[src/hw/rtl/aldp_pkg.sv]
// Shared types, constants and tables of the arc and line path densifier.
// Used by the top level, the CORDIC unit and the square root unit.
package aldp_pkg;

    localparam int IN_W  = 208;
    localparam int OUT_W = 120;

    localparam logic signed [22:0] PI_Q16      = 23'sd205887;
    localparam logic signed [22:0] HALF_PI_Q16 = 23'sd102944;
    localparam logic signed [22:0] TWO_PI_Q16  = 23'sd411775;
    localparam logic signed [31:0] CORDIC_GAIN_Q30 = 32'sd652032874;
    localparam logic [4:0] CORDIC_LAST = 5'd23;

    localparam logic [16:0] STEP_RESET = 17'd3432;
    localparam logic [15:0] DUP_RESET  = 16'd43;

    localparam logic CFG_STEP = 1'b0;
    localparam logic CFG_DUP  = 1'b1;

    typedef enum logic [1:0] {CO_IDLE, CO_WRAP, CO_ROT} cordic_state_t;
    typedef enum logic [1:0] {SQ_IDLE, SQ_MUL, SQ_ROOT} sqrt_state_t;

    typedef enum logic [3:0] {
        ST_IDLE, ST_ADD, ST_SQRT, ST_EMIT, ST_NEXT, ST_END, ST_FLUSH,
        ST_ARC_SETUP, ST_DIV_A, ST_DIV_B, ST_ANGLE, ST_CORDIC, ST_MUL,
        ST_ROUND, ST_CAND
    } state_t;

    typedef struct packed {
        logic signed [31:0] point_x;
        logic signed [31:0] point_y;
        logic               smooth;
        logic [39:0]        distance;
        logic [9:0]         point_index;
        logic               path_end;
    } result_t;

    function automatic logic [23:0] atan_q24(input logic [4:0] i);
        logic [23:0] v;
        unique case (i)
            5'd0:  v = 24'd13176795;
            5'd1:  v = 24'd7778716;
            5'd2:  v = 24'd4110060;
            5'd3:  v = 24'd2086331;
            5'd4:  v = 24'd1047214;
            5'd5:  v = 24'd524117;
            5'd6:  v = 24'd262123;
            5'd7:  v = 24'd131069;
            5'd8:  v = 24'd65536;
            5'd9:  v = 24'd32768;
            5'd10: v = 24'd16384;
            5'd11: v = 24'd8192;
            5'd12: v = 24'd4096;
            5'd13: v = 24'd2048;
            5'd14: v = 24'd1024;
            5'd15: v = 24'd512;
            5'd16: v = 24'd256;
            5'd17: v = 24'd128;
            5'd18: v = 24'd64;
            5'd19: v = 24'd32;
            5'd20: v = 24'd16;
            5'd21: v = 24'd8;
            5'd22: v = 24'd4;
            5'd23: v = 24'd2;
            default: v = 24'd0;
        endcase
        return v;
    endfunction

endpackage

[src/hw/rtl/arc_line_path_densifier_unit.sv]
// Arc and line path densifier: segment sequencer, serial dividers and multiplier.
// Depends on aldp_pkg, aldp_cordic and aldp_sqrt.
// One segment at a time. Line: 2 points. Arc: setup, then for each of steps+1 samples
// the CORDIC unit, the serial multiply and the length unit; stalls on m_tready
// can hold the sequence.
// Reset (aresetn low, synchronous) empties the path and restores register defaults.
module arc_line_path_densifier_unit #(
    parameter int MAX_POINTS    = 1024,
    parameter int MAX_ARC_STEPS = 60
) (
    input  logic                       aclk,
    input  logic                       aresetn,
    input  logic                       s_tvalid,
    output logic                       s_tready,
    // first_x, first_y, second_x, second_y, radius, start_angle, end_angle
    input  logic [aldp_pkg::IN_W-1:0]  s_tdata,
    // kind, path_start
    input  logic [1:0]                 s_tuser,
    input  logic                       s_tlast,
    output logic                       m_tvalid,
    input  logic                       m_tready,
    // point_x, point_y, distance, point_index
    output logic [aldp_pkg::OUT_W-1:0] m_tdata,
    // smooth, path_end
    output logic [1:0]                 m_tuser,
    output logic                       m_tlast,
    input  logic                       cfg_wr_en,
    input  logic                       cfg_addr,
    input  logic [16:0]                cfg_wdata
);
    import aldp_pkg::*;

    localparam int CNT_W  = $clog2(MAX_POINTS + 1);
    localparam int STEP_W = $clog2(MAX_ARC_STEPS + 1);

    function automatic logic signed [31:0] sat32(input logic signed [34:0] v);
        if (v[34:31] != {4{v[34]}})
            return v[34] ? 32'sh80000000 : 32'sh7fffffff;
        return v[31:0];
    endfunction

    state_t state_reg, state_next;
    logic [16:0] step_reg;
    logic [15:0] dup_reg;

    logic               kind_reg, kind_next, last_reg, last_next;
    logic signed [31:0] fx_reg, fx_next, fy_reg, fy_next;
    logic signed [31:0] sx_reg, sx_next, sy_reg, sy_next;
    logic [30:0]        rad_reg, rad_next;
    logic signed [20:0] sa_reg, sa_next, ea_reg, ea_next;
    logic               line_ph_reg, line_ph_next;

    logic               held_v_reg, held_v_next;
    logic signed [31:0] held_x_reg, held_x_next, held_y_reg, held_y_next;
    logic               held_sm_reg, held_sm_next;
    logic [39:0]        held_d_reg, held_d_next;
    logic [CNT_W-1:0]   cnt_reg, cnt_next;
    logic signed [31:0] cand_x_reg, cand_x_next, cand_y_reg, cand_y_next;
    logic               cand_sm_reg, cand_sm_next;
    logic [39:0]        nd_reg, nd_next;

    logic [20:0] div_q_reg, div_q_next;
    logic [17:0] div_r_reg, div_r_next;
    logic [16:0] div_d_reg, div_d_next;
    logic [4:0]  div_cnt_reg, div_cnt_next;
    logic        neg_reg, neg_next;
    logic [20:0] mag_reg, mag_next;
    logic [STEP_W-1:0] steps_reg, steps_next, rb_reg, rb_next, j_reg, j_next;
    logic [STEP_W-1:0] rj_reg, rj_next;
    logic [20:0] qb_reg, qb_next, qj_reg, qj_next;

    logic signed [63:0] mcx_reg, mcx_next, mcy_reg, mcy_next;
    logic signed [63:0] accx_reg, accx_next, accy_reg, accy_next;
    logic [30:0]        mr_reg, mr_next;
    logic [4:0]         mul_cnt_reg, mul_cnt_next;
    logic signed [33:0] ox_reg, ox_next, oy_reg, oy_next;

    result_t pend_reg, pend_next, out_reg, out_next;
    logic    pend_v_reg, pend_v_next, out_v_reg, out_v_next, out_l_reg, out_l_next;

    logic [17:0]        rem_sh, r_new;
    logic [20:0]        q_new;
    logic               ge;
    logic signed [21:0] sweep;
    logic signed [22:0] ang;
    logic               co_start, co_done;
    logic signed [31:0] co_cos, co_sin;
    logic signed [32:0] dx, dy;
    logic [32:0]        ux, uy;
    logic [16:0]        sq_small;
    logic               dup;
    logic               sq_start, sq_done;
    logic [33:0]        sq_root;
    logic [40:0]        dsum;
    logic [STEP_W:0]    rsum;
    logic signed [63:0] rx, ry;
    logic signed [34:0] sum_x, sum_y;
    logic [CNT_W-1:0]   idx_w;
    logic               push_ok, push;
    result_t            push_res;

    aldp_cordic u_cordic (
        .aclk    (aclk),
        .aresetn (aresetn),
        .start   (co_start),
        .angle   (ang),
        .done    (co_done),
        .cos_q30 (co_cos),
        .sin_q30 (co_sin)
    );

    aldp_sqrt u_sqrt (
        .aclk    (aclk),
        .aresetn (aresetn),
        .start   (sq_start),
        .ux      (ux),
        .uy      (uy),
        .done    (sq_done),
        .root    (sq_root)
    );

    always_ff @(posedge aclk) begin
        if (!aresetn) begin
            step_reg <= STEP_RESET;
            dup_reg  <= DUP_RESET;
        end else if (cfg_wr_en) begin
            unique case (cfg_addr)
                CFG_STEP: step_reg <= cfg_wdata;
                CFG_DUP:  dup_reg  <= cfg_wdata[15:0];
            endcase
        end
    end

    always_ff @(posedge aclk) begin
        if (!aresetn) begin
            state_reg  <= ST_IDLE;
            held_v_reg <= 1'b0;
            cnt_reg    <= '0;
            pend_v_reg <= 1'b0;
            out_v_reg  <= 1'b0;
        end else begin
            state_reg  <= state_next;
            held_v_reg <= held_v_next;
            cnt_reg    <= cnt_next;
            pend_v_reg <= pend_v_next;
            out_v_reg  <= out_v_next;
        end
    end

    always_ff @(posedge aclk) begin
        kind_reg    <= kind_next;
        last_reg    <= last_next;
        fx_reg      <= fx_next;
        fy_reg      <= fy_next;
        sx_reg      <= sx_next;
        sy_reg      <= sy_next;
        rad_reg     <= rad_next;
        sa_reg      <= sa_next;
        ea_reg      <= ea_next;
        line_ph_reg <= line_ph_next;
        held_x_reg  <= held_x_next;
        held_y_reg  <= held_y_next;
        held_sm_reg <= held_sm_next;
        held_d_reg  <= held_d_next;
        cand_x_reg  <= cand_x_next;
        cand_y_reg  <= cand_y_next;
        cand_sm_reg <= cand_sm_next;
        nd_reg      <= nd_next;
        div_q_reg   <= div_q_next;
        div_r_reg   <= div_r_next;
        div_d_reg   <= div_d_next;
        div_cnt_reg <= div_cnt_next;
        neg_reg     <= neg_next;
        mag_reg     <= mag_next;
        steps_reg   <= steps_next;
        rb_reg      <= rb_next;
        qb_reg      <= qb_next;
        j_reg       <= j_next;
        rj_reg      <= rj_next;
        qj_reg      <= qj_next;
        mcx_reg     <= mcx_next;
        mcy_reg     <= mcy_next;
        accx_reg    <= accx_next;
        accy_reg    <= accy_next;
        mr_reg      <= mr_next;
        mul_cnt_reg <= mul_cnt_next;
        ox_reg      <= ox_next;
        oy_reg      <= oy_next;
        pend_reg    <= pend_next;
        out_reg     <= out_next;
        out_l_reg   <= out_l_next;
    end

    // shared datapath terms
    always_comb begin
        rem_sh = {div_r_reg[16:0], div_q_reg[20]};
        ge     = (rem_sh >= {1'b0, div_d_reg});
        r_new  = ge ? rem_sh - {1'b0, div_d_reg} : rem_sh;
        q_new  = {div_q_reg[19:0], ge};
        sweep  = 22'(ea_reg) - 22'(sa_reg);
        ang    = 23'(sa_reg) + (neg_reg ? -$signed({2'b00, qj_reg})
                                        : $signed({2'b00, qj_reg}));
        dx     = 33'(cand_x_reg) - 33'(held_x_reg);
        dy     = 33'(cand_y_reg) - 33'(held_y_reg);
        ux     = dx[32] ? 33'(-dx) : 33'(dx);
        uy     = dy[32] ? 33'(-dy) : 33'(dy);
        sq_small = 17'(ux[7:0] * ux[7:0]) + 17'(uy[7:0] * uy[7:0]);
        dup    = (ux < 33'd256) && (uy < 33'd256) && (sq_small < {1'b0, dup_reg});
        dsum   = {1'b0, held_d_reg} + 41'(sq_root);
        rsum   = {1'b0, rj_reg} + {1'b0, rb_reg};
        rx     = accx_reg + 64'sd536870912;
        ry     = accy_reg + 64'sd536870912;
        sum_x  = 35'(fx_reg) + 35'(ox_reg);
        sum_y  = 35'(fy_reg) + 35'(oy_reg);
        idx_w  = cnt_reg - CNT_W'(1);
        push_ok = !pend_v_reg || !out_v_reg || m_tready;
        push_res.point_x     = held_x_reg;
        push_res.point_y     = held_y_reg;
        push_res.smooth      = held_sm_reg;
        push_res.distance    = held_d_reg;
        push_res.point_index = 10'(idx_w);
        push_res.path_end    = 1'b0;
    end

    always_comb begin
        state_next   = state_reg;
        kind_next    = kind_reg;
        last_next    = last_reg;
        fx_next      = fx_reg;
        fy_next      = fy_reg;
        sx_next      = sx_reg;
        sy_next      = sy_reg;
        rad_next     = rad_reg;
        sa_next      = sa_reg;
        ea_next      = ea_reg;
        line_ph_next = line_ph_reg;
        held_v_next  = held_v_reg;
        held_x_next  = held_x_reg;
        held_y_next  = held_y_reg;
        held_sm_next = held_sm_reg;
        held_d_next  = held_d_reg;
        cnt_next     = cnt_reg;
        cand_x_next  = cand_x_reg;
        cand_y_next  = cand_y_reg;
        cand_sm_next = cand_sm_reg;
        nd_next      = nd_reg;
        div_q_next   = div_q_reg;
        div_r_next   = div_r_reg;
        div_d_next   = div_d_reg;
        div_cnt_next = div_cnt_reg;
        neg_next     = neg_reg;
        mag_next     = mag_reg;
        steps_next   = steps_reg;
        rb_next      = rb_reg;
        qb_next      = qb_reg;
        j_next       = j_reg;
        rj_next      = rj_reg;
        qj_next      = qj_reg;
        mcx_next     = mcx_reg;
        mcy_next     = mcy_reg;
        accx_next    = accx_reg;
        accy_next    = accy_reg;
        mr_next      = mr_reg;
        mul_cnt_next = mul_cnt_reg;
        ox_next      = ox_reg;
        oy_next      = oy_reg;
        co_start     = 1'b0;
        sq_start     = 1'b0;
        push         = 1'b0;
        pend_next    = pend_reg;
        pend_v_next  = pend_v_reg;
        out_next     = out_reg;
        out_l_next   = out_l_reg;
        out_v_next   = out_v_reg && !m_tready;

        unique case (state_reg)
            ST_IDLE: begin
                if (s_tvalid) begin
                    kind_next    = s_tuser[0];
                    last_next    = s_tlast;
                    fx_next      = s_tdata[31:0];
                    fy_next      = s_tdata[63:32];
                    sx_next      = s_tdata[95:64];
                    sy_next      = s_tdata[127:96];
                    rad_next     = s_tdata[158:128];
                    sa_next      = s_tdata[179:159];
                    ea_next      = s_tdata[200:180];
                    if (s_tuser[1]) begin
                        held_v_next = 1'b0;
                        cnt_next    = '0;
                    end
                    if (!s_tuser[0]) begin
                        cand_x_next  = s_tdata[31:0];
                        cand_y_next  = s_tdata[63:32];
                        cand_sm_next = 1'b0;
                        line_ph_next = 1'b0;
                        state_next   = ST_ADD;
                    end else begin
                        state_next = ST_ARC_SETUP;
                    end
                end
            end
            ST_ARC_SETUP: begin
                neg_next     = sweep[21];
                mag_next     = sweep[21] ? 21'(-sweep) : sweep[20:0];
                div_q_next   = mag_next;
                div_r_next   = '0;
                div_d_next   = (step_reg == '0) ? 17'd1 : step_reg;
                div_cnt_next = '0;
                state_next   = ST_DIV_A;
            end
            ST_DIV_A: begin
                div_q_next   = q_new;
                div_r_next   = r_new;
                div_cnt_next = div_cnt_reg + 5'd1;
                if (div_cnt_reg == 5'd20) begin
                    priority if (q_new >= 21'(MAX_ARC_STEPS - 1))
                        steps_next = STEP_W'(MAX_ARC_STEPS);
                    else if (q_new == '0)
                        steps_next = STEP_W'(2);
                    else
                        steps_next = STEP_W'(q_new + 21'd1);
                    div_q_next   = mag_reg;
                    div_r_next   = '0;
                    div_d_next   = 17'(steps_next);
                    div_cnt_next = '0;
                    state_next   = ST_DIV_B;
                end
            end
            ST_DIV_B: begin
                div_q_next   = q_new;
                div_r_next   = r_new;
                div_cnt_next = div_cnt_reg + 5'd1;
                if (div_cnt_reg == 5'd20) begin
                    qb_next    = q_new;
                    rb_next    = r_new[STEP_W-1:0];
                    j_next     = '0;
                    qj_next    = '0;
                    rj_next    = '0;
                    state_next = ST_ANGLE;
                end
            end
            ST_ANGLE: begin
                co_start   = 1'b1;
                state_next = ST_CORDIC;
            end
            ST_CORDIC: begin
                if (co_done) begin
                    mcx_next     = 64'(co_cos);
                    mcy_next     = 64'(co_sin);
                    accx_next    = '0;
                    accy_next    = '0;
                    mr_next      = rad_reg;
                    mul_cnt_next = '0;
                    state_next   = ST_MUL;
                end
            end
            ST_MUL: begin
                accx_next    = accx_reg + (mr_reg[0] ? mcx_reg : 64'sd0);
                accy_next    = accy_reg + (mr_reg[0] ? mcy_reg : 64'sd0);
                mcx_next     = mcx_reg <<< 1;
                mcy_next     = mcy_reg <<< 1;
                mr_next      = {1'b0, mr_reg[30:1]};
                mul_cnt_next = mul_cnt_reg + 5'd1;
                if (mul_cnt_reg == 5'd30)
                    state_next = ST_ROUND;
            end
            ST_ROUND: begin
                ox_next    = rx[63:30];
                oy_next    = ry[63:30];
                state_next = ST_CAND;
            end
            ST_CAND: begin
                cand_x_next  = sat32(sum_x);
                cand_y_next  = sat32(sum_y);
                cand_sm_next = (j_reg != '0) && (j_reg != steps_reg);
                state_next   = ST_ADD;
            end
            ST_ADD: begin
                priority if (cnt_reg >= CNT_W'(MAX_POINTS)) begin
                    state_next = ST_NEXT;
                end else if (!held_v_reg) begin
                    held_x_next  = cand_x_reg;
                    held_y_next  = cand_y_reg;
                    held_sm_next = cand_sm_reg;
                    held_d_next  = '0;
                    held_v_next  = 1'b1;
                    cnt_next     = cnt_reg + CNT_W'(1);
                    state_next   = ST_NEXT;
                end else if (dup) begin
                    held_sm_next = held_sm_reg | cand_sm_reg;
                    state_next   = ST_NEXT;
                end else begin
                    sq_start   = 1'b1;
                    state_next = ST_SQRT;
                end
            end
            ST_SQRT: begin
                if (sq_done) begin
                    nd_next    = dsum[40] ? '1 : dsum[39:0];
                    state_next = ST_EMIT;
                end
            end
            ST_EMIT: begin
                if (push_ok) begin
                    push         = 1'b1;
                    held_x_next  = cand_x_reg;
                    held_y_next  = cand_y_reg;
                    held_sm_next = cand_sm_reg;
                    held_d_next  = nd_reg;
                    cnt_next     = cnt_reg + CNT_W'(1);
                    state_next   = ST_NEXT;
                end
            end
            ST_NEXT: begin
                if (!kind_reg) begin
                    if (!line_ph_reg) begin
                        line_ph_next = 1'b1;
                        cand_x_next  = sx_reg;
                        cand_y_next  = sy_reg;
                        cand_sm_next = 1'b0;
                        state_next   = ST_ADD;
                    end else begin
                        state_next = ST_END;
                    end
                end else if (j_reg == steps_reg) begin
                    state_next = ST_END;
                end else begin
                    j_next = j_reg + STEP_W'(1);
                    if (rsum >= {1'b0, steps_reg}) begin
                        rj_next = STEP_W'(rsum - {1'b0, steps_reg});
                        qj_next = qj_reg + qb_reg + 21'd1;
                    end else begin
                        rj_next = rsum[STEP_W-1:0];
                        qj_next = qj_reg + qb_reg;
                    end
                    state_next = ST_ANGLE;
                end
            end
            ST_END: begin
                if (!last_reg) begin
                    state_next = ST_FLUSH;
                end else if (!held_v_reg) begin
                    cnt_next   = '0;
                    state_next = ST_FLUSH;
                end else if (push_ok) begin
                    push        = 1'b1;
                    held_v_next = 1'b0;
                    cnt_next    = '0;
                    state_next  = ST_FLUSH;
                end
            end
            ST_FLUSH: begin
                if (!pend_v_reg) begin
                    state_next = ST_IDLE;
                end else if (!out_v_reg || m_tready) begin
                    out_next    = pend_reg;
                    out_l_next  = 1'b1;
                    out_v_next  = 1'b1;
                    pend_v_next = 1'b0;
                    state_next  = ST_IDLE;
                end
            end
            default: state_next = ST_IDLE;
        endcase

        // a new result parks in the pending slot; the previous one moves out
        if (push) begin
            if (pend_v_reg) begin
                out_next   = pend_reg;
                out_l_next = 1'b0;
                out_v_next = 1'b1;
            end
            pend_next          = push_res;
            pend_next.path_end = (state_reg == ST_END);
            pend_v_next        = 1'b1;
        end
    end

    assign s_tready = (state_reg == ST_IDLE);
    assign m_tvalid = out_v_reg;
    assign m_tlast  = out_l_reg;
    assign m_tuser  = {out_reg.path_end, out_reg.smooth};
    assign m_tdata  = {6'b0, out_reg.point_index, out_reg.distance,
                       out_reg.point_y, out_reg.point_x};

endmodule

[src/hw/rtl/aldp_cordic.sv]
// Iterative rotation CORDIC: angle wrap, quadrant fold, 24 rotations.
// Depends on aldp_pkg (constants, arctangent table, state type).
module aldp_cordic (
    input  logic               aclk,
    input  logic               aresetn,
    input  logic               start,
    input  logic signed [22:0] angle,
    output logic               done,
    output logic signed [31:0] cos_q30,
    output logic signed [31:0] sin_q30
);
    import aldp_pkg::*;

    cordic_state_t      state_reg, state_next;
    logic               done_reg, done_next;
    logic signed [22:0] a_reg, a_next;
    logic               neg_reg, neg_next;
    logic signed [31:0] x_reg, x_next, y_reg, y_next;
    logic signed [27:0] z_reg, z_next;
    logic [4:0]         i_reg, i_next;
    logic signed [31:0] cos_reg, cos_next, sin_reg, sin_next;
    logic signed [31:0] xs, ys;
    logic signed [27:0] at;

    always_ff @(posedge aclk) begin
        if (!aresetn) begin
            state_reg <= CO_IDLE;
            done_reg  <= 1'b0;
        end else begin
            state_reg <= state_next;
            done_reg  <= done_next;
        end
    end

    always_ff @(posedge aclk) begin
        a_reg   <= a_next;
        neg_reg <= neg_next;
        x_reg   <= x_next;
        y_reg   <= y_next;
        z_reg   <= z_next;
        i_reg   <= i_next;
        cos_reg <= cos_next;
        sin_reg <= sin_next;
    end

    always_comb begin
        state_next = state_reg;
        done_next  = 1'b0;
        a_next     = a_reg;
        neg_next   = neg_reg;
        x_next     = x_reg;
        y_next     = y_reg;
        z_next     = z_reg;
        i_next     = i_reg;
        cos_next   = cos_reg;
        sin_next   = sin_reg;
        xs         = x_reg >>> i_reg;
        ys         = y_reg >>> i_reg;
        at         = $signed({4'b0000, atan_q24(i_reg)});
        unique case (state_reg)
            CO_IDLE: begin
                if (start) begin
                    a_next     = angle;
                    state_next = CO_WRAP;
                end
            end
            CO_WRAP: begin
                priority if (a_reg > PI_Q16) begin
                    a_next = a_reg - TWO_PI_Q16;
                end else if (a_reg < -PI_Q16) begin
                    a_next = a_reg + TWO_PI_Q16;
                end else begin
                    priority if (a_reg > HALF_PI_Q16) begin
                        a_next   = a_reg - PI_Q16;
                        neg_next = 1'b1;
                    end else if (a_reg < -HALF_PI_Q16) begin
                        a_next   = a_reg + PI_Q16;
                        neg_next = 1'b1;
                    end else begin
                        a_next   = a_reg;
                        neg_next = 1'b0;
                    end
                    z_next     = {a_next[19:0], 8'b0};
                    x_next     = CORDIC_GAIN_Q30;
                    y_next     = '0;
                    i_next     = '0;
                    state_next = CO_ROT;
                end
            end
            CO_ROT: begin
                if (!z_reg[27]) begin
                    x_next = x_reg - ys;
                    y_next = y_reg + xs;
                    z_next = z_reg - at;
                end else begin
                    x_next = x_reg + ys;
                    y_next = y_reg - xs;
                    z_next = z_reg + at;
                end
                i_next = i_reg + 5'd1;
                if (i_reg == CORDIC_LAST) begin
                    cos_next   = neg_reg ? -x_next : x_next;
                    sin_next   = neg_reg ? -y_next : y_next;
                    done_next  = 1'b1;
                    state_next = CO_IDLE;
                end
            end
            default: state_next = CO_IDLE;
        endcase
    end

    assign done    = done_reg;
    assign cos_q30 = cos_reg;
    assign sin_q30 = sin_reg;

endmodule

[src/hw/rtl/aldp_sqrt.sv]
// Segment length: serial shift-add squares, then restoring square root,
// one bit per cycle. Depends on aldp_pkg (state type).
module aldp_sqrt (
    input  logic        aclk,
    input  logic        aresetn,
    input  logic        start,
    input  logic [32:0] ux,
    input  logic [32:0] uy,
    output logic        done,
    output logic [33:0] root
);
    import aldp_pkg::*;

    sqrt_state_t state_reg, state_next;
    logic        done_reg, done_next;
    logic [65:0] mx_reg, mx_next, my_reg, my_next;
    logic [32:0] bx_reg, bx_next, by_reg, by_next;
    logic [66:0] acc_reg, acc_next;
    logic [67:0] rad_reg, rad_next;
    logic [35:0] rem_reg, rem_next;
    logic [33:0] rt_reg, rt_next;
    logic [5:0]  cnt_reg, cnt_next;
    logic [35:0] rem_sh, trial;
    logic        ge;

    always_ff @(posedge aclk) begin
        if (!aresetn) begin
            state_reg <= SQ_IDLE;
            done_reg  <= 1'b0;
        end else begin
            state_reg <= state_next;
            done_reg  <= done_next;
        end
    end

    always_ff @(posedge aclk) begin
        mx_reg  <= mx_next;
        my_reg  <= my_next;
        bx_reg  <= bx_next;
        by_reg  <= by_next;
        acc_reg <= acc_next;
        rad_reg <= rad_next;
        rem_reg <= rem_next;
        rt_reg  <= rt_next;
        cnt_reg <= cnt_next;
    end

    always_comb begin
        state_next = state_reg;
        done_next  = 1'b0;
        mx_next    = mx_reg;
        my_next    = my_reg;
        bx_next    = bx_reg;
        by_next    = by_reg;
        acc_next   = acc_reg;
        rad_next   = rad_reg;
        rem_next   = rem_reg;
        rt_next    = rt_reg;
        cnt_next   = cnt_reg;
        rem_sh     = {rem_reg[33:0], rad_reg[67:66]};
        trial      = {rt_reg, 2'b01};
        ge         = (rem_sh >= trial);
        unique case (state_reg)
            SQ_IDLE: begin
                if (start) begin
                    mx_next    = {33'b0, ux};
                    my_next    = {33'b0, uy};
                    bx_next    = ux;
                    by_next    = uy;
                    acc_next   = '0;
                    cnt_next   = '0;
                    state_next = SQ_MUL;
                end
            end
            SQ_MUL: begin
                acc_next = acc_reg + (bx_reg[0] ? {1'b0, mx_reg} : 67'd0)
                                   + (by_reg[0] ? {1'b0, my_reg} : 67'd0);
                mx_next  = {mx_reg[64:0], 1'b0};
                my_next  = {my_reg[64:0], 1'b0};
                bx_next  = {1'b0, bx_reg[32:1]};
                by_next  = {1'b0, by_reg[32:1]};
                cnt_next = cnt_reg + 6'd1;
                if (cnt_reg == 6'd32) begin
                    rad_next   = {1'b0, acc_next};
                    rem_next   = '0;
                    rt_next    = '0;
                    cnt_next   = '0;
                    state_next = SQ_ROOT;
                end
            end
            SQ_ROOT: begin
                rem_next = ge ? rem_sh - trial : rem_sh;
                rt_next  = {rt_reg[32:0], ge};
                rad_next = {rad_reg[65:0], 2'b00};
                cnt_next = cnt_reg + 6'd1;
                if (cnt_reg == 6'd33) begin
                    done_next  = 1'b1;
                    state_next = SQ_IDLE;
                end
            end
            default: state_next = SQ_IDLE;
        endcase
    end

    assign done = done_reg;
    assign root = rt_reg;

endmodule

[config.mk]
export PLATFORM = sky130hd
export DESIGN_NAME = arc_line_path_densifier_unit
export DESIGN_NICKNAME = d
export VERILOG_FILES = /design/src/hw/rtl/aldp_pkg.sv /design/src/hw/rtl/arc_line_path_densifier_unit.sv /design/src/hw/rtl/aldp_cordic.sv /design/src/hw/rtl/aldp_sqrt.sv
export SDC_FILE = /design/constraint.sdc
export NUM_CORES = 2
export LEC_CHECK = 0
export BUFFER_PORTS_ARGS = -buffer_cell sky130_fd_sc_hd__buf_2
export CAP_MARGIN = 20
export CORE_ASPECT_RATIO = 0.9
export CORE_MARGIN = 2
export CORE_UTILIZATION = 45
export CTS_CLUSTER_SIZE = 28
export DETAILED_ROUTE_END_ITERATION = 8
export PLACE_DENSITY = 0.64
export SYNTH_ARGS = -nofsm -noshare
export SYNTH_HDL_FRONTEND = slang
export SYNTH_SLANG_ARGS = --single-unit
[constraint.sdc]
create_clock -name aclk -period 21.5 [get_ports aclk]
set_input_delay 4.3 -clock aclk [delete_from_list [all_inputs] [get_ports aclk]]
set_output_delay 4.3 -clock aclk [all_outputs]
set_load 0.02 [all_outputs]
## Word-level counts from Yosys, hierarchy flattened

Memory sizes are Yosys's and may differ from the RTL's. A register that Yosys moved wholly into a read port is not among the register bits.
Cells that the tools add are included.
W data, S select, Z words.

| storage, ports and cells | value |
|---|---|
| bits in registers | 1804 |
| bits in read-only memories | 768 |
| input port bits | 234 |
| output and inout port bits | 125 |
| word-level logic and storage cells | 469 |
| memories | 1 |

Memory list:

| memory | depth | width | rd ports | clocked after memory_dff | write ports | line | text |
|---|---|---|---|---|---|---|---|
| (name not given) | 32 | 24 | 1 | 1 | 0 | aldp_pkg.sv:40 | `unique case (i)` |

| operators by class | value |
|---|---|
| add/subtract/negate cells | 44 |
| multiply operators | 2 |
| $lt $le $gt $ge | 12 |
| equality and inequality tests | 55 |
| shifts and indexed selects | 2 |
| mux-type cells | 210 |
| bitwise operators | 4 |
| reductions and logical operators | 59 |

Operators with widths:

| kind | number |
|---|---|
| $mux W32 | 30 |
| $mux W116 | 5 |
| $pmux W64 S2 | 4 |
| $mux W64 | 5 |
| $mux W66 | 4 |
| $pmux W66 S2 | 2 |
| $pmux W32 S2 | 4 |
| $pmux W32 S3 | 2 |
| $mux W23 | 6 |
| $pmux W34 S2 | 2 |
| $pmux W68 S2 | 1 |
| $add A67 B67 Y67 | 2 |
| $pmux W67 S2 | 1 |
| $mux W33 | 4 |
| $pmux W33 S2 | 2 |
| $add A64 B31 Y64 const B | 2 |
| $add A64 B64 Y64 | 2 |
| $mux W21 | 6 |
| $mux W40 | 3 |
| $mux W34 | 3 |
| $mux W11 | 8 |
| $mux W28 | 3 |
| $pmux W40 S2 | 1 |
| $add A32 B34 Y35 | 2 |
| 101 further kinds | 284 |

## Logic depth before layout (Yosys ltp)

| logic depth | value |
|---|---|
| depth in word-level cells | 13 |
| depth in mapped cells | 49 |

## Modules after synthesis

Synthesis repeated with hierarchy kept, for this count alone.

| second synthesis, totals | value |
|---|---|
| cells, all modules | 11994 |
| area, all modules | 119467.1 µm² |

Modules (own cells, without submodules):

| module | times used | cells an instance | area an instance (µm²) |
|---|---|---|---|
| arc_line_path_densifier_unit | 1 | 7019 | 72717.2 |
| aldp_sqrt | 1 | 2533 | 24691.2 |
| aldp_cordic | 1 | 2442 | 22058.7 |

## Worst setup path after synthesis

Ideal clock, no wire load.

| path | value |
|---|---|
| path type | flip-flop to flip-flop |
| start point | register held_x_reg[17] |
| end point | register u_sqrt.acc_reg[0] (enable) |
| library setup time | 925 ps |
| arrival time | 17476 ps |
| setup slack | 3099 ps |
| stages on the path, launching flop included | 49 |
| path buffers | 3 |
| period minus slack after synthesis | 18401 ps |
| cell sequence | edfxtp_1 inv_1 ha_1 clkbuf_1 a21o_1 a21o_1 a211oi_1 or3b_1 a21oi_1 o21a_1 clkbuf_1 clkbuf_1 o31ai_1 xor2_1 nand2_1 inv_1 fa_1 inv_1 (+13 left out) nand2b_1 a21o_1 a21o_1 a21oi_1 nor2b_1 o21ai_0 nand2b_1 a21oi_1 xnor2_1 ha_1 o221ai_1 o21ai_0 or4_1 or4_1 nor4_2 nand4_2 nand3_1 o21ai_1 |

| between the ends | value |
|---|---|
| word-level cells in the longest chain between the ends | 12 |

RTL lines:

| element | line | text |
|---|---|---|
| start: declaration | arc_line_path_densifier_unit.sv:54 | `logic signed [31:0] held_x_reg, held_x_next, held_y_reg, held_y_next;` |
| start signal: assignment | arc_line_path_densifier_unit.sv:161 | `held_x_reg <= held_x_next;` |
| $sub A32 B32 Y33 (*) | arc_line_path_densifier_unit.sv:203 | `dx = 33'(cand_x_reg) - 33'(held_x_reg);` |
| $mux W33 (*) | arc_line_path_densifier_unit.sv:205 | `ux = dx[32] ? 33'(-dx) : 33'(dx);` |
| $mul A8 B8 Y16 or $mux W33 (tied branches) | arc_line_path_densifier_unit.sv:207, arc_line_path_densifier_unit.sv:205 |  |
| $add A16 B16 Y17 or $lt A33 B9 Y1 (tied branches) | arc_line_path_densifier_unit.sv:207, arc_line_path_densifier_unit.sv:208 |  |
| $lt A17 B16 Y1 or $logic_and A1 B1 Y1 (tied branches) | arc_line_path_densifier_unit.sv:208 | `dup = (ux < 33'd256) && (uy < 33'd256) && (sq_small < {1'b0, dup_reg});` |
| $logic_and A1 B1 Y1 (*) | arc_line_path_densifier_unit.sv:208 |  |
| $mux W1 (*) | arc_line_path_densifier_unit.sv:390 | `end else if (dup) begin` |
| $mux W1 (*) | arc_line_path_densifier_unit.sv:382 | `end else if (!held_v_reg) begin` |
| $mux W1 (*) | arc_line_path_densifier_unit.sv:380 | `priority if (cnt_reg >= CNT_W'(MAX_POINTS)) begin` |
| $mux W1 (*) | arc_line_path_densifier_unit.sv:276 | `unique case (state_reg)` |
| $ne A2 B2 Y1 (no line) (*) | n/a |  |
| $reduce_and A2 Y1 (no line) (*) | n/a |  |
| end signal: assignment | aldp_sqrt.sv:41 | `acc_reg <= acc_next;` |
| end: declaration | aldp_sqrt.sv:18 | `logic [66:0] acc_reg, acc_next;` |

Mark *: on every way between the ends. The rest lies on a longest branch, timed or not.
A chain may end at the register's enable or synchronous reset.

## Worst setup path after layout

| path | value |
|---|---|
| start point | register cand_x_reg[5] |
| end point | register u_sqrt.by_reg[19] (enable) |

| between the ends | value |
|---|---|
| word-level cells in the longest chain between the ends | 13 |

RTL lines:

| element | line | text |
|---|---|---|
| start: declaration | arc_line_path_densifier_unit.sv:58 | `logic signed [31:0] cand_x_reg, cand_x_next, cand_y_reg, cand_y_next;` |
| start signal: assignment | arc_line_path_densifier_unit.sv:165 | `cand_x_reg <= cand_x_next;` |
| $sub A32 B32 Y33 (*) | arc_line_path_densifier_unit.sv:203 |  |
| $neg A33 Y33 | arc_line_path_densifier_unit.sv:205 |  |
| $mux W33 (*) | arc_line_path_densifier_unit.sv:205 |  |
| $mul A8 B8 Y16 | arc_line_path_densifier_unit.sv:207 | `sq_small = 17'(ux[7:0] * ux[7:0]) + 17'(uy[7:0] * uy[7:0]);` |
| $add A16 B16 Y17 | arc_line_path_densifier_unit.sv:207 |  |
| $lt A17 B16 Y1 | arc_line_path_densifier_unit.sv:208 |  |
| $logic_and A1 B1 Y1 (*) | arc_line_path_densifier_unit.sv:208 |  |
| $mux W1 (*) | arc_line_path_densifier_unit.sv:390 |  |
| $mux W1 (*) | arc_line_path_densifier_unit.sv:382 |  |
| $mux W1 (*) | arc_line_path_densifier_unit.sv:380 |  |
| $mux W1 (*) | arc_line_path_densifier_unit.sv:276 |  |
| $ne A2 B2 Y1 (no line) (*) | n/a |  |
| $reduce_and A2 Y1 (no line) (*) | n/a |  |
| end signal: assignment | aldp_sqrt.sv:40 | `by_reg <= by_next;` |
| end: declaration | aldp_sqrt.sv:17 | `logic [32:0] bx_reg, bx_next, by_reg, by_next;` |

Marked as above.

==> results_tabular.tex <==
\begin{tabular}{lr}
\hline
Metric & Value \\
\hline
\multicolumn{2}{l}{\textbf{Outcome}} \\
Outcome & finished, final reports clean \\
\multicolumn{2}{l}{\textbf{Worst setup path}} \\
FF-to-FF Start & cand\_x\_reg[5] \\
Critical Path Fanout Max & 76 \\
Critical Path Slowest Stage Cell & sky130\_fd\_sc\_hd\_\_xnor2\_1 \\
Crit start category & flop \\
Worst Setup Path Type & reg2reg \\
Register-to-register setup slack & 7.32 ns \\
CP required & 22.05 ns \\
Reg2Reg Depth & 48 \\
Arrival time worst endpoint & 14.73 ns \\
Crit path capture type & flop \\
Capture instance of the worst register-to-register path & u\_sqrt.by\_reg[19] \\
Slowest stage delay, CP & 0.78 ns \\
\multicolumn{2}{l}{\textbf{Logic synthesis}} \\
Synth unique cells & 110 \\
Number of warnings printed during yosys synthesis & 0 \\
Post-synthesis sequential area ratio & 46.5\% \\
Async SR Flop Fraction & 0\% \\
Mean area per synthesized cell & 10.1 um\^{}2 \\
Number of flops mapped to enable cells by yosys & 1747 \\
Cell area after synthesis & 116000 um\^{}2 \\
Largest cells by area after synthesis & sky130\_fd\_sc\_hd\_\_edfxtp\_1 (45\%), sky130\_fd\_sc\_hd\_\_ha\_1 (7.4\%), sky130\_fd\_sc\_hd\_\_nand2\_1 (4.5\%) \\
Synth area leader & sky130\_fd\_sc\_hd\_\_edfxtp\_1 \\
Number of cells produced by synthesis & 11600 \\
Synthesis-stage register bit count & 1828 \\
Most common cell in the netlist & sky130\_fd\_sc\_hd\_\_edfxtp\_1 \\
Commonest cells in the netlist & sky130\_fd\_sc\_hd\_\_edfxtp\_1 (1747), sky130\_fd\_sc\_hd\_\_nand2\_1 (1402), sky130\_fd\_sc\_hd\_\_nor2\_1 (943), sky130\_fd\_sc\_hd\_\_inv\_1 (834), sky130\_fd\_sc\_hd\_\_a21oi\_1 (724) \\
Most used flip-flop cell after synthesis & sky130\_fd\_sc\_hd\_\_edfxtp\_1 \\
Share of Yosys cell area claimed by the top area cell type & 45.1\% \\
\multicolumn{2}{l}{\textbf{Route}} \\
Post-route DRC violation count & 0 \\
TritonRoute pass-1 iters & 8 \\
Average wire per standard cell & 19.5 um \\
Final ANT Viol Nets & 0 \\
Detailed-route via count & 86400 \\
Via density & 5.62 \\
Number of design-rule violations left by the first detailed-router iteration & 6997 \\
Total detailed-routing wirelength & 301 mm \\
\multicolumn{2}{l}{\textbf{Cells and area}} \\
Layout cell share with drive strength beyond 1 & 8.42\% \\
Multi-input combinational cell area & 57600 um\^{}2 \\
Final-stage net count & 12900 \\
Number of fill cells in the layout & 23400 \\
Number of flip-flops under the largest register name & 116 \\
Sequential cell area & 54100 um\^{}2 \\
Area overhead of the layout relative to synthesis & 10.7\% \\
\multicolumn{2}{l}{\textbf{Global route}} \\
Number of antenna violations at the first check in global routing & 53 \\
Via count of the first global-routing pass & 84100 \\
Wire length of the first global-routing pass & 472 mm \\
Maximum number of pins on one net before global-route repair & 168 \\
Leftover overflow at the end of global routing & 0 \\
Total routing usage reported by global routing & 22.4\% \\
\multicolumn{2}{l}{\textbf{Floorplan}} \\
Horizontal die dimension & 540 um \\
Row Count & 177 \\
Area enclosed by the die boundary & 262000 um\^{}2 \\
Initial Utilization & 45.1\% \\
IO Count & 359 \\
Core Box Area & 258000 um\^{}2 \\
Height of the chip & 486 um \\
\multicolumn{2}{l}{\textbf{Placement}} \\
Final weighted congestion of routability-driven global placement & 0.930 \\
Half-perimeter wire length of the detailed placement result & 223 mm \\
IO buf count & 345 \\
\multicolumn{2}{l}{\textbf{STA}} \\
Fin Setup TNS & 0 ns \\
Fin crit period & 14.18 ns \\
Hold WS & 0.420 ns \\
Setup repair after global routing missed its margin & false \\
Worst clock skew & 0.103 ns \\
Endpoints failing setup & 0 \\
Max-slew violations & 0 \\
Worst slew pin tran & 1.08 ns \\
Slew HR & 26.0\% \\
Final worst path period share & 65.9\% \\
Final hold violation count & 0 \\
Maximum operating frequency & 70.5 MHz \\
\multicolumn{2}{l}{\textbf{CTS}} \\
Clock tree from TritonCTS & yes \\
CTS Hold Buffers Added & 0 \\
Source-to-sink clock delay at the later pin of the worst-skew pair & 0.90 ns \\
Clock tree buffer depth & 4 \\
Root cell of the clock tree & sky130\_fd\_sc\_hd\_\_clkbuf\_16 \\
Clock-pin slew of the registers on the worst-case setup and hold paths & 0.06 ns \\
Clock buffers created by TritonCTS & 212 \\
Number of levels in the clock H-tree & 4 \\
Post-CTS Setup Bufs & 0 \\
Number of gates resized after CTS & 0 \\
Number of clock sinks seen by CTS & 1828 \\
\multicolumn{2}{l}{\textbf{Min path}} \\
Startpoint of the most critical hold path & held\_y\_reg[15] \\
Hold crit path type & reg2reg \\
Worst hold path cell count & 0 \\
Worst-case hold path end point & pend\_reg[67] \\
\multicolumn{2}{l}{\textbf{Flow run}} \\
Max capacitance violation total & 0 \\
\hline
\end{tabular}
==> critical path: cells and delay by family, from the launching register on <==
family | cells | cell delay [ns]
xor+xnor | 2 | 0.88
simple gates | 13 | 3.75
compound gates | 15 | 2.93
buf+inv | 10 | 2.21
flops | 1 | 0.40
fa+ha+maj | 8 | 3.47
==> layout make-up <==
| class | instances | share of cell area (%) |
|---|---|---|
| clock inverters | 138 | 1.13 |
| diodes | 29 | 0.0564 |
| inverters | 835 | 2.44 |
| clock buffers | 247 | 4.31 |
| multi-input cells | 8462 | 44.7 |
| flip-flops and latches | 1828 | 42.0 |
| well taps | 3401 | 3.31 |
| repair buffers | 446 | 2.03 |
==> cell families (layout without fill, tap and decap cells) <==
family / Yosys count / count (layout) / share of synthesized area, %
AOI/OAI and AO/OA: 2548 / 2548 / 14.1
xor gates and xnor gates: 851 / 851 / 6.43
adders and majority gates: 843 / 843 / 10.1
buffers and inverters: 1271 / 1666 / 4.15
DFF: 1828 / 1828 / 46.5
muxes: 188 / 188 / 2.34
other: 1 / 35 / 0.00323
and+or+nand+nor: 4026 / 4026 / 16.4
==> per-stage QoR <==
step                      instances  setup WS (ns)  utilization [%]  instance area [um^2]
after CTS                     15400           7.10             49.9                129000
after floorplan               11600           3.10                -                116000
after global routing          15400           6.31             49.9                129000
after global placement        15000           7.24             47.1                122000
after detailed placement      15000           7.21             47.2                122000
final                         15400           7.32             49.9                129000
==> how the worst max path moves through the flow <==
stage	startpoint	endpoint	slack, ns	cells past startpoint
after global placement	cand_x_reg[5]	u_sqrt.mx_reg[32]	7.24	47
after detailed placement	cand_x_reg[5]	u_sqrt.mx_reg[32]	7.21	47
final	cand_x_reg[5]	u_sqrt.by_reg[19]	7.32	48
after global routing	cand_x_reg[5]	u_sqrt.my_reg[20]	6.31	48
after floorplan	held_x_reg[17]	u_sqrt.acc_reg[0]	3.10	48
after CTS	cand_x_reg[5]	u_sqrt.my_reg[20]	7.10	47
==> cell usage in the layout (no fill, tap or decap), types with 34 or more instances in the layout <==
cell / netlist / layout
sky130_fd_sc_hd__nor3_1: 180 / 178
sky130_fd_sc_hd__o21ai_0: 530 / 524
sky130_fd_sc_hd__mux4_2: 64 / 64
sky130_fd_sc_hd__nand4_1: 83 / 83
sky130_fd_sc_hd__a21oi_1: 724 / 723
sky130_fd_sc_hd__or2_2: 39 / 39
sky130_fd_sc_hd__nand3_1: 269 / 268
sky130_fd_sc_hd__buf_2: 16 / 345
sky130_fd_sc_hd__a211oi_1: 92 / 92
sky130_fd_sc_hd__nand2b_1: 121 / 121
sky130_fd_sc_hd__nand2_1: 1402 / 1399
sky130_fd_sc_hd__a21o_1: 304 / 304
sky130_fd_sc_hd__xnor2_1: 511 / 511
sky130_fd_sc_hd__nor2b_1: 111 / 111
sky130_fd_sc_hd__a21boi_0: 60 / 60
sky130_fd_sc_hd__nor4_1: 43 / 41
sky130_fd_sc_hd__clkinv_2: 0 / 39
sky130_fd_sc_hd__xor2_1: 337 / 337
sky130_fd_sc_hd__ha_1: 684 / 681
sky130_fd_sc_hd__a211o_1: 34 / 34
sky130_fd_sc_hd__mux2i_1: 91 / 91
sky130_fd_sc_hd__o211ai_1: 62 / 62
sky130_fd_sc_hd__edfxtp_1: 1747 / 1747
sky130_fd_sc_hd__clkbuf_16: 0 / 215
sky130_fd_sc_hd__and2_1: 497 / 495
sky130_fd_sc_hd__buf_4: 6 / 92
sky130_fd_sc_hd__nor2_1: 943 / 938
sky130_fd_sc_hd__o21a_1: 107 / 107
sky130_fd_sc_hd__and3_1: 122 / 121
sky130_fd_sc_hd__o31ai_1: 77 / 77
sky130_fd_sc_hd__a22oi_1: 43 / 43
sky130_fd_sc_hd__or3_1: 71 / 71
sky130_fd_sc_hd__a31oi_1: 116 / 116
sky130_fd_sc_hd__inv_1: 834 / 830
sky130_fd_sc_hd__o21bai_1: 76 / 76
sky130_fd_sc_hd__fa_1: 159 / 159
sky130_fd_sc_hd__dfxtp_1: 81 / 81
==> routing by layer <==
layer	vias up	global-route usage (%)	share of wire, %
li1	41700	-	-
met1	42000	31.4	45
met2	2221	35.9	46
met3	451	2.74	5.5
met4	2	7.39	3.2
met5	-	0	0.0040
Power is not shown: default switching activity piles up to over one toggle a cycle in this logic, so the estimate is an artifact.
